<file path="src/hdl/qte_pkg.sv">
// Shared types and constants of the quaternion to Z-Y'-X'' Euler angle converter.
// No dependencies; every module of the converter refers to this package by scoped names.
package qte_pkg;

    // Fixed internal word sizes.
    localparam int WORK_BITS    = 20;  // quaternion component inside the datapath
    localparam int PROD_BITS    = 40;  // product of two components
    localparam int NORM_BITS    = 41;  // sum of four squares
    localparam int NUM_BITS     = 42;  // signed numerator of a matrix term
    localparam int MAT_FRAC     = 20;  // fraction bits of a matrix term
    localparam int DIVD_BITS    = 61;  // dividend and remainder of the term divider
    localparam int QUO_BITS     = 21;  // quotient magnitude of a matrix term
    localparam int MAT_BITS     = 22;  // signed matrix term
    localparam int SQ_BITS      = 42;  // radicand and root register of the square root
    localparam int SQRT_STEPS   = 21;  // one root bit per step
    localparam int CY_BITS      = 21;  // cy magnitude
    localparam int THRESH_BITS  = 21;  // lock threshold register
    localparam int CORD_BITS    = 34;  // CORDIC vector components
    localparam int CORD_PRESCALE = 8;  // CORDIC inputs are scaled up by this many bits
    localparam int CORDIC_STEPS = 28;
    localparam int ANG_BITS     = 32;  // internal binary angle, a full turn wraps
    localparam int NUM_TERMS    = 7;
    localparam int LANES        = 3;

    localparam logic [THRESH_BITS-1:0] THRESH_RESET = 21'd10;
    localparam logic [ANG_BITS-1:0]    HALF_TURN    = 32'h8000_0000;

    // Matrix term slots; the diagonal terms come first.
    localparam int T_M00 = 0;
    localparam int T_M11 = 1;
    localparam int T_M22 = 2;
    localparam int T_M10 = 3;
    localparam int T_M12 = 4;
    localparam int T_M20 = 5;
    localparam int T_M21 = 6;

    // CORDIC lanes.
    localparam int L_YAW   = 0;
    localparam int L_PITCH = 1;
    localparam int L_ROLL  = 2;

    // Arctangent of 2^-i as a fraction of a full turn (2^32).
    localparam logic [ANG_BITS-1:0] ATAN_TURNS [CORDIC_STEPS] = '{
        32'd536870912, 32'd316933406, 32'd167458907, 32'd85004756, 32'd42667331,
        32'd21354465, 32'd10680862, 32'd5340245, 32'd2670163, 32'd1335087,
        32'd667544, 32'd333772, 32'd166886, 32'd83443, 32'd41722, 32'd20861,
        32'd10430, 32'd5215, 32'd2608, 32'd1304, 32'd652, 32'd326, 32'd163,
        32'd81, 32'd41, 32'd20, 32'd10, 32'd5
    };

    // State that travels down the divider chain, all seven terms side by side.
    typedef struct packed {
        logic [NORM_BITS-1:0]                  den;
        logic                                  nz;
        logic [NUM_TERMS-1:0]                  neg;
        logic [NUM_TERMS-1:0][DIVD_BITS-1:0]   rem;
        logic [NUM_TERMS-1:0][QUO_BITS-1:0]    quo;
    } div_state_t;

    // State that travels down the square root chain.
    typedef struct packed {
        logic [SQ_BITS-1:0]                    rad;
        logic [SQ_BITS-1:0]                    root;
        logic [NUM_TERMS-1:0][MAT_BITS-1:0]    mat;
    } sqrt_state_t;

    // State that travels down the CORDIC chain, three lanes side by side.
    typedef struct packed {
        logic                                  lock;
        logic [LANES-1:0][CORD_BITS-1:0]       vx;
        logic [LANES-1:0][CORD_BITS-1:0]       vy;
        logic [LANES-1:0][ANG_BITS-1:0]        ang;
    } cordic_state_t;

endpackage

</file>
<file path="src/hdl/qte_sqrt_cell.sv">
// One digit-by-digit square root cell: settles one root bit of cy.
// Depends on qte_pkg.
module qte_sqrt_cell #(
    parameter int K = 0
) (
    input  logic                 clk,
    input  logic                 en,
    input  qte_pkg::sqrt_state_t state_in,
    output qte_pkg::sqrt_state_t state_out
);

    qte_pkg::sqrt_state_t        state_next;
    qte_pkg::sqrt_state_t        state_reg;
    logic [qte_pkg::SQ_BITS-1:0] bitv;
    logic [qte_pkg::SQ_BITS-1:0] trial;

    // Try the current power of four against the remaining radicand.
    always_comb
    begin
        state_next = state_in;
        bitv       = qte_pkg::SQ_BITS'(1) << (2 * K);
        trial      = state_in.root + bitv;
        if (state_in.rad >= trial)
        begin
            state_next.rad  = state_in.rad - trial;
            state_next.root = (state_in.root >> 1) + bitv;
        end
        else
        begin
            state_next.root = state_in.root >> 1;
        end
    end

    always_ff @(posedge clk)
    begin
        if (en)
        begin
            state_reg <= state_next;
        end
    end

    assign state_out = state_reg;

endmodule

</file>
<file path="config.mk">
export PLATFORM = sky130hd
export DESIGN_NAME = qte_sqrt_cell
export DESIGN_NICKNAME = d
export VERILOG_FILES = /design/src/hdl/qte_pkg.sv /design/src/hdl/qte_sqrt_cell.sv
export SDC_FILE = /design/constraint.sdc
export NUM_CORES = 1
export LEC_CHECK = 0
export ABC_AREA = 0
export BUFFER_PORTS_ARGS = -buffer_cell sky130_fd_sc_hd__buf_2
export CORE_AREA = 2 2 187 189
export CTS_CLUSTER_DIAMETER = 40
export DETAILED_ROUTE_END_ITERATION = 8
export DIE_AREA = 0 0 189 191
export PLACE_DENSITY = 0.62
export SLEW_MARGIN = 20
export SYNTH_ARGS = -nofsm -noshare
export SYNTH_HDL_FRONTEND = slang
export SYNTH_SLANG_ARGS = --single-unit
</file>
<file path="constraint.sdc">
create_clock -name clk -period 6.1 [get_ports clk]
set_input_delay 0.305 -clock clk [delete_from_list [all_inputs] [get_ports clk]]
set_output_delay 0.305 -clock clk [all_outputs]
set_load 0.005 [all_outputs]
</file>
== After elaboration in Yosys (flattened, before gate mapping) ==
Cells that the tools add are included.

* $lt $le $gt $ge: 1
* $add $sub $neg: 3
* Muxes and demuxes: 2

{| class="wikitable"
|+ Operator list
! kind !! number
|-
| adder 41 x 1 -> 42 bit (second input constant) || 1
|-
| adder 42 x 1 -> 42 bit (second input constant) || 1
|-
| greater-or-equal comparator 42 bit || 1
|-
| 2-to-1 mux 42 bit || 1
|-
| subtractor 42 bit || 1
|-
| 2-to-1 mux 41 bit || 1
|}

* Logic and storage cells: 16
* Input port bits: 240
* Register bits after elaboration: 238

== Logic depth before layout (Yosys ltp) ==
* Depth in word-level cells: 3
* Mapped depth: 20
* Depth with buffers taken out: 18

== Worst setup path after synthesis ==
OpenSTA, ideal clock, no wires.

* Path type: in2reg
* From: input port state_in[163] (netlist bit)
* To: register state_reg, in the netlist state_out[163] (data pin)
* Setup time: 0.258 ns
* Data arrival time: 4.149 ns
* Setup slack: 1.693 ns
* Cell stages on the path: 16
* Path through: clkbuf_1 > nand4_1 > nor4_1 > inv_1 > nor4_1 > xnor2_1 > ha_1 > clkbuf_1 > nand4_1 > nor3_1 > nand4_1 > nor4_2 > a211oi_1 > o21a_2 > or4_4 > xnor2_2

{| class="wikitable"
|+ RTL lines
! what !! RTL line !! source
|-
| start, declared || qte_sqrt_cell.sv:8 || <nowiki>input qte_pkg::sqrt_state_t state_in,</nowiki>
|-
| end signal, assigned || qte_sqrt_cell.sv:38 || <nowiki>state_reg <= state_next;</nowiki>
|-
| end, declared || qte_sqrt_cell.sv:13 || <nowiki>qte_pkg::sqrt_state_t state_reg;</nowiki>
|}

==> flow_summary.yaml <==
synthesis:
  synth_area_leaders: "edfxtp_1, ha_1, xnor2_1"
  synthAdderAreaFrac_pct: 4.92
  ys_ff_latch: 238
  syn-num-nets: 1249
  synthMuxAreaShare_pct: 0
  yosysTopAreaCellShare_pct: 61.6
  synthSimpleGateAreaFrac_pct: 13.2
  yosys_warnings: 0
  ys_types: 50
  synth_flop_cell: "edfxtp_1"
  ys_seq_area_share_pct: 61.6
  synth_xor_area_share_pct: 8.82
  synth_top_family_by_area: "simple AND/OR/NAND/NOR gates"
  synthCells: 964
  yosys.area.top_type: "edfxtp_1"
  syn_area_mm2: 0.0116
  syn_area_per_cell_um2: 12.0
  synth-compound-area-share_pct: 9.73
  synthArstFlopShare_pct: 0
  synth_edf_count: 238
sta:
  fmax_mhz: 206
  finalSetupTns_ns: 0
  finalMaxSlewViolations: 0
  rsz0062_at_grt: "false"
  tightest_slew_ns: 1.12
  period_share_pct: 79.5
  finalHoldViolCount: 0
  slew_headroom_pct: 25.4
  fin_crit_ns: 4.85
  setup_violations: 0
drt:
  vias: 10800
  first_pass_iters: 5
  first_iter_violations: 752
  wire_per_inst_um: 22.8
  antenna_left: 0
  drc: 0
  via_per_inst: 5.14
  routed_wirelength_um: 47900
run:
  drv_cap: 0
grt:
  use_met1_pct: 31.5
  grt-ovfl-total: 0
  grtUsageMet3_pct: 5.20
  grt_max_degree: 140
  grt_pass1_wl_um: 67600
  grtUsageMet2_pct: 42.0
  first_global_vias: 10400
  track_usage_pct: 25.5
  antenna_found_initial: 7
  busiest_layer: "met2"
floorplanning:
  num_rows: 68
  dieArea_mm2: 0.0361
  ioPinCount: 478
  start_util_pct: 34.0
  core_mm2: 0.0341
  die_x_um: 189
  fp.dieH_um: 191
cells_and_area:
  post-route-util_pct: 51.0
  layout_commonest_cell: "buf_2"
  largest_reg_flops: 238
  seqCellArea_mm2: 0.00715
  fill_cells: 3039
  layout.nets: 1895
  syn2layout_area_growth_pct: 49.9
  multi_input_area_mm2: 0.00427
  layout_common_cells: "buf_2, edfxtp_1, dlygate4sd3_1"
  drive_above_1_share_pct: 33.9
min_path:
  worstHoldPathType: "input port to flop"
worst_setup_path:
  startpoint: "state_in[154]"
  crit_path_end: "state_out[163]$_DFFE_PP_"
  cp_slowest_cell: "nor4_1"
  critical_path.top_delay_family: "simple AND/OR/NAND/NOR gates"
  cp_max_fo: 33
  critPathKind: "input port to flop"
  critPathRequiredTime_ns: 6.39
  cp_num_buf_inv: 2
  crit_path_max_incr_delay_ns: 0.64
  path_depth: 17
  arrival_ns: 5.14
  cp-start-kind: "input port"
  cp-end-kind: "flop"
  cp_cell_sequence: "buf_2 > ha_1 > nand3_1 > nor4_1 > inv_1 > nor4_1 > nand2_1 > xor2_1 > ha_1 > nand2_1 > nor3_1 > nand4_1 > nor4_2 > a211oi_1 > o21a_2 > or4_4 > xnor2_2"
clock_network:
  ctsResizeCount: 0
  root_buffer: "clkbuf_16"
  cts.sinks: 238
  cts_tree: "yes"
  numCtsBuffers: 41
  cts_htree_levels: 2
  clock_path_buffers: 3
  path_clk_slew_ns: 0.06
outcome:
  status: "completed"
placement:
  numPortBuffers: 477
  dpl.hpwl_um: 36100
  gp_congestion: 0.940
power_and_ir_drop:
  ir_drop_v: 0.000205
  power.leakage_nw: 7.21
  p_per_area_mw_per_mm2: 297
[report_power, final]
part | internal, mW | switching [mW] | leakage, nW | total [mW]
clock network | 1.44 | 0.826 | 0.650 | 2.26
logic | 0.371 | 0.504 | 4.23 | 0.875
registers | 1.98 | 0.0430 | 2.33 | 2.02
[cells in the mapped netlist (16+ instances only)]
cell	instances
a21o_1	20
ha_1	44
edfxtp_1	238
xnor2_1	58
nand4_1	27
nor3_1	19
nor2_1	87
nand2_1	98
xor2_1	57
and3_1	16
nand3_1	32
o21ai_0	39
clkbuf_1	16
inv_1	17
a21oi_1	90
[logic make-up after synthesis]
family / Yosys count
adders and majority gates: 45
and+or+nand+nor: 321
DFF: 238
AOI/OAI and AO/OA: 194
buffers and inverters: 50
xor gates and xnor gates: 116
[worst min-delay path by stage]
| stage | startpoint | to | slack [ns] | depth (start not counted) |
|---|---|---|---|---|
| 6_report | state_in[104] | state_out[104]$_DFFE_PP_ | 0.06 | 1 |
| 5_1_grt | state_in[104] | state_out[104]$_DFFE_PP_ | 0.02 | 1 |
| 4_1_cts | state_in[104] | state_out[104]$_DFFE_PP_ | 0.01 | 1 |
| 3_5_place_dp | state_in[130] | state_out[130]$_DFFE_PP_ | 0.48 | 1 |
| 3_3_place_gp | state_in[50] | state_out[50]$_DFFE_PP_ | 0.48 | 1 |
| 2_1_floorplan | state_in[0] | state_out[0]$_DFFE_PP_ | 0.40 | 0 |
[area by class of cell]
cell class | count | share of cell area [%]
Clock inverter | 25 | 1.65
Tap cell | 455 | 3.27
Sequential cell | 238 | 41.1
Timing Repair Buffer | 636 | 22.9
Inverter | 17 | 0.367
Multi-Input combinational cell | 676 | 24.5
Antenna cell | 6 | 0.0863
Clock buffer | 47 | 6.15
[timing repair]
item,in CTS,in global routing
buffers inserted,0,0
hold endpoints to repair,153,0
hold buffers,153,0
[stage by stage]
step	instances	cell area, µm²	hold slack (ns)	power [mW]	worst slack [ns]
after floorplan	964	11600	0.404	2.40	1.69
after global placement	1869	14500	0.481	2.83	0.782
after detailed placement	1869	14500	0.483	2.83	0.714
after CTS	2094	17400	0.0122	5.19	1.27
after global routing	2099	17400	0.0188	5.36	0.807
final	2100	17400	0.0574	5.16	1.25
[metal layers]
layer	part of all wire [%]	wire (µm)
met5	0.033	16
met4	5.4	2600
met3	7.1	3420
met2	48	22800
met1	40	19100
Power figures use the tool's default switching activity.
