`config.mk`:
```
export PLATFORM = sky130hd
export DESIGN_NAME = qte_div_cell
export DESIGN_NICKNAME = d
export VERILOG_FILES = /design/src/hdl/qte_pkg.sv /design/src/hdl/qte_div_cell.sv
export SDC_FILE = /design/constraint.sdc
export NUM_CORES = 1
export LEC_CHECK = 0
export BUFFER_PORTS_ARGS = -buffer_cell sky130_fd_sc_hd__clkbuf_2
export CORE_AREA = 2 2 490 492
export CTS_BUF_LIST = sky130_fd_sc_hd__clkbuf_4
export DETAILED_ROUTE_END_ITERATION = 8
export DIE_AREA = 0 0 492 494
export GPL_ROUTABILITY_DRIVEN = 0
export SLEW_MARGIN = 20
export SYNTH_ARGS = -nofsm -noshare
export SYNTH_HDL_FRONTEND = slang
export SYNTH_SLANG_ARGS = --single-unit
```
`constraint.sdc`:
```
create_clock -name clk -period 5.1 [get_ports clk]
set_input_delay 1.02 -clock clk [delete_from_list [all_inputs] [get_ports clk]]
set_output_delay 1.02 -clock clk [all_outputs]
set_load 0.05 [all_outputs]
```
`src/hdl/qte_pkg.sv`:
```
// Shared types and constants of the quaternion to Z-Y'-X'' Euler angle converter.
// No dependencies; every module of the converter refers to this package by scoped names.
package qte_pkg;

    // Fixed internal word sizes.
    localparam int WORK_BITS    = 20;  // quaternion component inside the datapath
    localparam int PROD_BITS    = 40;  // product of two components
    localparam int NORM_BITS    = 41;  // sum of four squares
    localparam int NUM_BITS     = 42;  // signed numerator of a matrix term
    localparam int MAT_FRAC     = 20;  // fraction bits of a matrix term
    localparam int DIVD_BITS    = 61;  // dividend and remainder of the term divider
    localparam int QUO_BITS     = 21;  // quotient magnitude of a matrix term
    localparam int MAT_BITS     = 22;  // signed matrix term
    localparam int SQ_BITS      = 42;  // radicand and root register of the square root
    localparam int SQRT_STEPS   = 21;  // one root bit per step
    localparam int CY_BITS      = 21;  // cy magnitude
    localparam int THRESH_BITS  = 21;  // lock threshold register
    localparam int CORD_BITS    = 34;  // CORDIC vector components
    localparam int CORD_PRESCALE = 8;  // CORDIC inputs are scaled up by this many bits
    localparam int CORDIC_STEPS = 28;
    localparam int ANG_BITS     = 32;  // internal binary angle, a full turn wraps
    localparam int NUM_TERMS    = 7;
    localparam int LANES        = 3;

    localparam logic [THRESH_BITS-1:0] THRESH_RESET = 21'd10;
    localparam logic [ANG_BITS-1:0]    HALF_TURN    = 32'h8000_0000;

    // Matrix term slots; the diagonal terms come first.
    localparam int T_M00 = 0;
    localparam int T_M11 = 1;
    localparam int T_M22 = 2;
    localparam int T_M10 = 3;
    localparam int T_M12 = 4;
    localparam int T_M20 = 5;
    localparam int T_M21 = 6;

    // CORDIC lanes.
    localparam int L_YAW   = 0;
    localparam int L_PITCH = 1;
    localparam int L_ROLL  = 2;

    // Arctangent of 2^-i as a fraction of a full turn (2^32).
    localparam logic [ANG_BITS-1:0] ATAN_TURNS [CORDIC_STEPS] = '{
        32'd536870912, 32'd316933406, 32'd167458907, 32'd85004756, 32'd42667331,
        32'd21354465, 32'd10680862, 32'd5340245, 32'd2670163, 32'd1335087,
        32'd667544, 32'd333772, 32'd166886, 32'd83443, 32'd41722, 32'd20861,
        32'd10430, 32'd5215, 32'd2608, 32'd1304, 32'd652, 32'd326, 32'd163,
        32'd81, 32'd41, 32'd20, 32'd10, 32'd5
    };

    // State that travels down the divider chain, all seven terms side by side.
    typedef struct packed {
        logic [NORM_BITS-1:0]                  den;
        logic                                  nz;
        logic [NUM_TERMS-1:0]                  neg;
        logic [NUM_TERMS-1:0][DIVD_BITS-1:0]   rem;
        logic [NUM_TERMS-1:0][QUO_BITS-1:0]    quo;
    } div_state_t;

    // State that travels down the square root chain.
    typedef struct packed {
        logic [SQ_BITS-1:0]                    rad;
        logic [SQ_BITS-1:0]                    root;
        logic [NUM_TERMS-1:0][MAT_BITS-1:0]    mat;
    } sqrt_state_t;

    // State that travels down the CORDIC chain, three lanes side by side.
    typedef struct packed {
        logic                                  lock;
        logic [LANES-1:0][CORD_BITS-1:0]       vx;
        logic [LANES-1:0][CORD_BITS-1:0]       vy;
        logic [LANES-1:0][ANG_BITS-1:0]        ang;
    } cordic_state_t;

endpackage

```
`src/hdl/qte_div_cell.sv`:
```
// One restoring division cell: settles one quotient bit of all seven matrix terms.
// Depends on qte_pkg.
module qte_div_cell #(
    parameter int BIT = 0
) (
    input  logic                clk,
    input  logic                en,
    input  qte_pkg::div_state_t state_in,
    output qte_pkg::div_state_t state_out
);

    qte_pkg::div_state_t               state_next;
    qte_pkg::div_state_t               state_reg;
    logic [qte_pkg::DIVD_BITS-1:0]     trial;

    // Subtract the shifted divisor where it fits and set the quotient bit.
    always_comb
    begin
        state_next = state_in;
        trial      = qte_pkg::DIVD_BITS'(state_in.den) << BIT;
        for (int t = 0; t < qte_pkg::NUM_TERMS; t++)
        begin
            if (state_in.rem[t] >= trial)
            begin
                state_next.rem[t]      = state_in.rem[t] - trial;
                state_next.quo[t][BIT] = 1'b1;
            end
        end
    end

    always_ff @(posedge clk)
    begin
        if (en)
        begin
            state_reg <= state_next;
        end
    end

    assign state_out = state_reg;

endmodule

```
Yosys cells after proc, flatten, opt, wreduce, memory -nomap -nowiden --
Index checks and enable logic that the tools add are counted.
Storage, ports and cells: memory bits (writable) 0, input bits 625, output and inout bits 623, register bits after elaboration 623, memories 0, bits in latches 0, ROM bits 0
Cells by class: add/subtract/negate cells 7, order comparisons 7, bitwise gates (word level) 0, reductions and logical operators 0, multiply operators 0, multiplexer cells 7, eq/ne operators 0, divide/modulo/power cells 0, shift operators 0
Operators with widths (count):
- 61-bit by 41-bit >= comparator with 1-bit output | 7
- 61-bit 2-to-1 mux | 7
- 61-bit by 41-bit subtractor with 61-bit output | 7

Depth between registers and ports, before layout --
depth after elaboration 2, depth in mapped cells 17, mapped depth without buffers 14

Least setup slack after synthesis --
OpenSTA, ideal clock, no wires.
path type input to register, start in state_in[591] in the netlist's numbering, end reg state_reg, in the netlist state_out[235] (data pin), setup time 0.260 ns, slack 0.721 ns, cell stages on the path 15, arrival time 4.119 ns, required time 4.840 ns, path through inv_1 > ha_1 > clkbuf_1 > o21a_1 > o211ai_1 > o21ai_0 > o21ai_0 > nor4_1 > a211o_1 > a211oi_2 > o21a_1 > o21a_1 > buf_2 > buf_4 > mux2_2
RTL lines:
- start: declaration | line qte_div_cell.sv:8 | input qte_pkg::div_state_t state_in,
- end signal: assignment | line qte_div_cell.sv:35 | state_reg <= state_next;
- end: declaration | line qte_div_cell.sv:13 | qte_pkg::div_state_t state_reg;

==> results.txt <==
----------------------------------------------------
[Run status]
  Status ... finished, violations left
  Violated checks ... setup timing

[Global route]
  Vias in the first global route ... 42.8k
  Largest net degree at the start of global routing ... 90
  Grt ovf ... 0
  Antenna violations before repair ... 151
  Overall routing resource usage ... 22.0%
  Wire length of the first global-routing pass ... about 360000 um

[Synth]
  Share of the synthesized area in the top cell type ... 45.0%
  Biggest area consumer among synthesized cells ... edfxtp_1
  Warnings, synthesis ... 0
  Most frequently used flop master after synthesis ... edfxtp_1
  Area share of fa/ha/maj cells after synthesis ... 8.97%
  Area fraction in and, or, nand and nor cells after synthesis ... 15.7%
  Compound-gate portion of the synthesized area ... 18.2%
  Synthesized netlist cell count ... 4248
  Async S/R FF share, synth ... 0%
  Largest family of logic cells by synthesized area ... compound AO/OA/AOI/OAI gates
  Biggest area contributors in the synthesized netlist ... edfxtp_1, ha_1, o21ai_0
  Multiplexer share of the synthesized area ... 0.676%
  #FFs+latches synth ... a little over 600
  Sequential area share after synthesis ... 45.0%
  Cell Area, Synth ... 41600 sq um
  Number of enable-type register cells in the synthesized netlist ... 623
  Post-synthesis cell type count ... 91
  Synth Area in XOR/XNOR ... under 10%
  Per-instance average area after synthesis ... a little under 10 sq um
  Synthesized netlist net count ... a little over 5k

[Timing]
  Crit path time final ... slightly above 5000 ps
  Post-route worst setup slack ... -3.08 ps
  Final hold vios ... 0
  Worst-Margin Slew ... ~940 ps
  Pins Over Slew Limit ... 0
  Setup violators final ... 1
  Total negative slack for setup checks ... -3.08 ps
  Slew HR ... about 37%
  Crit share post-route ... 100%
  F_max ... 196 MHz
  Setup repair after global routing missed its margin ... no

[Die]
  Placeable core region ... 237000 sq um
  Total die area ... 243000 sq um
  Rows ... between 150 and 200
  I/O pin total ... 1248
  Height of the die ... 494 um
  Starting utilization of the core area ... about 18%
  Die Wd ... between 400 and 500 um

[Place]
  IO Port Bufs ... 1247
  Worst slack after detailed placement ... -21.4 ps
  Half-perimeter wire length after placement ... 232000 um
  Dpl cells ... 8666

[Min path]
  Number of cells traversed by the worst hold path ... 2
  Worst hold-check path type ... in2reg
  Source of the worst hold timing path ... state_in[205]
  Endpoint, Worst Hold ... state_out[205]$_DFFE_PP_

[Route]
  Total length of routed wires ... 279000 um
  Detailed-route wire length per cell ... between 20 and 30 um
  Number of vias after detailed routing ... 44.3k
  Detailed-route vias per instance ... 4.62
  Remaining routing DRC violations ... 0
  Number of violations reported at the end of detailed-routing iteration 0 ... roughly 4.2k
  Antenna-violating nets left ... 0
  Pre-Repair DR Iteration Count ... 6

[Critical path]
  Required time worst endpoint ... 6040 ps
  Maximum net fanout on the critical path ... 7
  Worst Path Arrival ... 6040 ps
  Kind of start point of the critical path ... input port
  CP endpoint kind ... register
  Setup Crit Path Kind ... in2reg

[Final layout]
  Highest-count cells in the layout ignoring fill and taps ... clkbuf_2, edfxtp_1, nand2_1
  Layout Area Growth over Synthesis ... 45.0%
  Number of flip-flops in the largest register ... between 600 and 700
  Final Instance Count excl. Fillers ... 9574
  Share of final-layout standard cells stronger than drive strength 1 ... 28.6%
  Most common cell after layout, fill and taps aside ... clkbuf_2
  Final core area utilization ... 25.4%
  Layout Nets ... a little over 7k

[Clock tree]
  Total CTS buffers ... 190
  Clock Pin Slew Worst Setup and Hold Paths ... 70 ps
  Worst-case clock buffer depth ... 3
  Number of clock sinks seen by CTS ... 623
  CTS tree ... done
  CTS root buffer ... clkbuf_4
  H-tree depth ... 4

[Power]
  P_leak ... 25.0 nW
  Max rail drop VDD ... approximately 0.00022 V
  Total power density per cell area ... 318 nW/um^2
  Overall Power ... 19.2 mW

[Flow run]
  Max-capacitance violation count ... 0

----------------------------------------------------
-- report_power, final --
| part | total, mW | internal [mW] | switching [mW] |
|---|---|---|---|
| combinational | 7.35 | 2.01 | 5.34 |
| sequential | 6.73 | 6.44 | 0.292 |
| clock | 5.14 | 2.43 | 2.72 |
-- cell families (layout without fill, tap and decap cells) --
group | Yosys count | count (layout)
and+or+nand+nor | 1339 | 1339
buffers and inverters | 318 | 2400
other | 0 | 77
xor gates and xnor gates | 395 | 395
AOI/OAI and AO/OA | 1254 | 1254
adders and majority gates | 294 | 294
DFF | 623 | 623
muxes | 25 | 25
-- final cells by class --
class / count / area, sq um
Clock buffer: 243 / 1820
Sequential cell: 623 / 18700
Inverter: 130 / 488
Tap cell: 3167 / 3960
Fill cell: 25625 / 177000
Antenna cell: 77 / 193
Timing Repair Buffer: 1933 / 13000
Clock inverter: 94 / 539
Multi-Input combinational cell: 3307 / 21700
-- Yosys cell counts, types with 31 or more instances --
library cell and instances:
nand3_1 61, nand2b_1 56, nor3_1 83, a31oi_1 33
xnor2_1 200, nor2_1 240, xor2_1 195, edfxtp_1 623
o21bai_1 54, o21a_1 40, inv_1 130, a21oi_1 371
ha_1 287, o21ai_0 398, clkbuf_1 139, nor4_1 53
or3_1 31, nor2b_1 51, nand2_1 499, nand4_1 110
a21o_1 168
-- what timing repair did --
| action | 4_1_cts | 5_1_grt |
|---|---|---|
| resized for setup | 0 | 1 |
| setup endpoints to repair | 0 | 1 |
| endpoints found under the hold margin | 491 | 0 |
| buffers inserted | 0 | 0 |
| hold buffers | 494 | 0 |
-- per-layer routing --
| metal | up-vias | track usage, % | share of wire [%] | routed length, um |
|---|---|---|---|---|
| met5 | - | 0 | 0.13 | 369 |
| met4 | 56 | 14.5 | 7.1 | 19900 |
| met3 | 646 | 8.14 | 10 | 28000 |
| met2 | 2612 | 35.1 | 45 | 127000 |
| met1 | 21079 | 24.4 | 37 | 104000 |
| li1 | 19871 | - | - | - |
-- how the worst max path moves through the flow --
stage | start | end | slack [ps]
after CTS | state_in[592] | state_out[267]$_DFFE_PP_ | 300
after detailed placement | state_in[592] | state_out[262]$_DFFE_PP_ | -20
after global placement | state_in[582] | state_out[313]$_DFFE_PP_ | 70
after global routing | state_in[598] | state_out[573]$_DFFE_PP_ | 30
final | state_in[592] | state_out[267]$_DFFE_PP_ | -3
after floorplan | state_in[591] | state_out[235]$_DFFE_PP_ | 720
-- critical path: stages --
cell           delay [ps]
dlygate4sd3_1         590
clkbuf_2              130
inv_1                 300
buf_4                 240
ha_1                  320
a21oi_1               320
o211a_1               190
o21ai_0               120
o21ai_1               360
nor4_1                120
a211o_1               360
a211oi_2              390
o21a_1                220
buf_4                 130
o21ai_1               210
nor4_1                300
xor2_1                130
dlygate4sd3_1         590
-- stage by stage --
stage,area [sq um],hold WS (ps)
after CTS,60200,0.489
after detailed placement,52800,1200
after floorplan,41600,1120
after global routing,60300,20.1
final,60400,236
after global placement,52800,1200
Note: power is estimated with default switching activity, not from simulation.
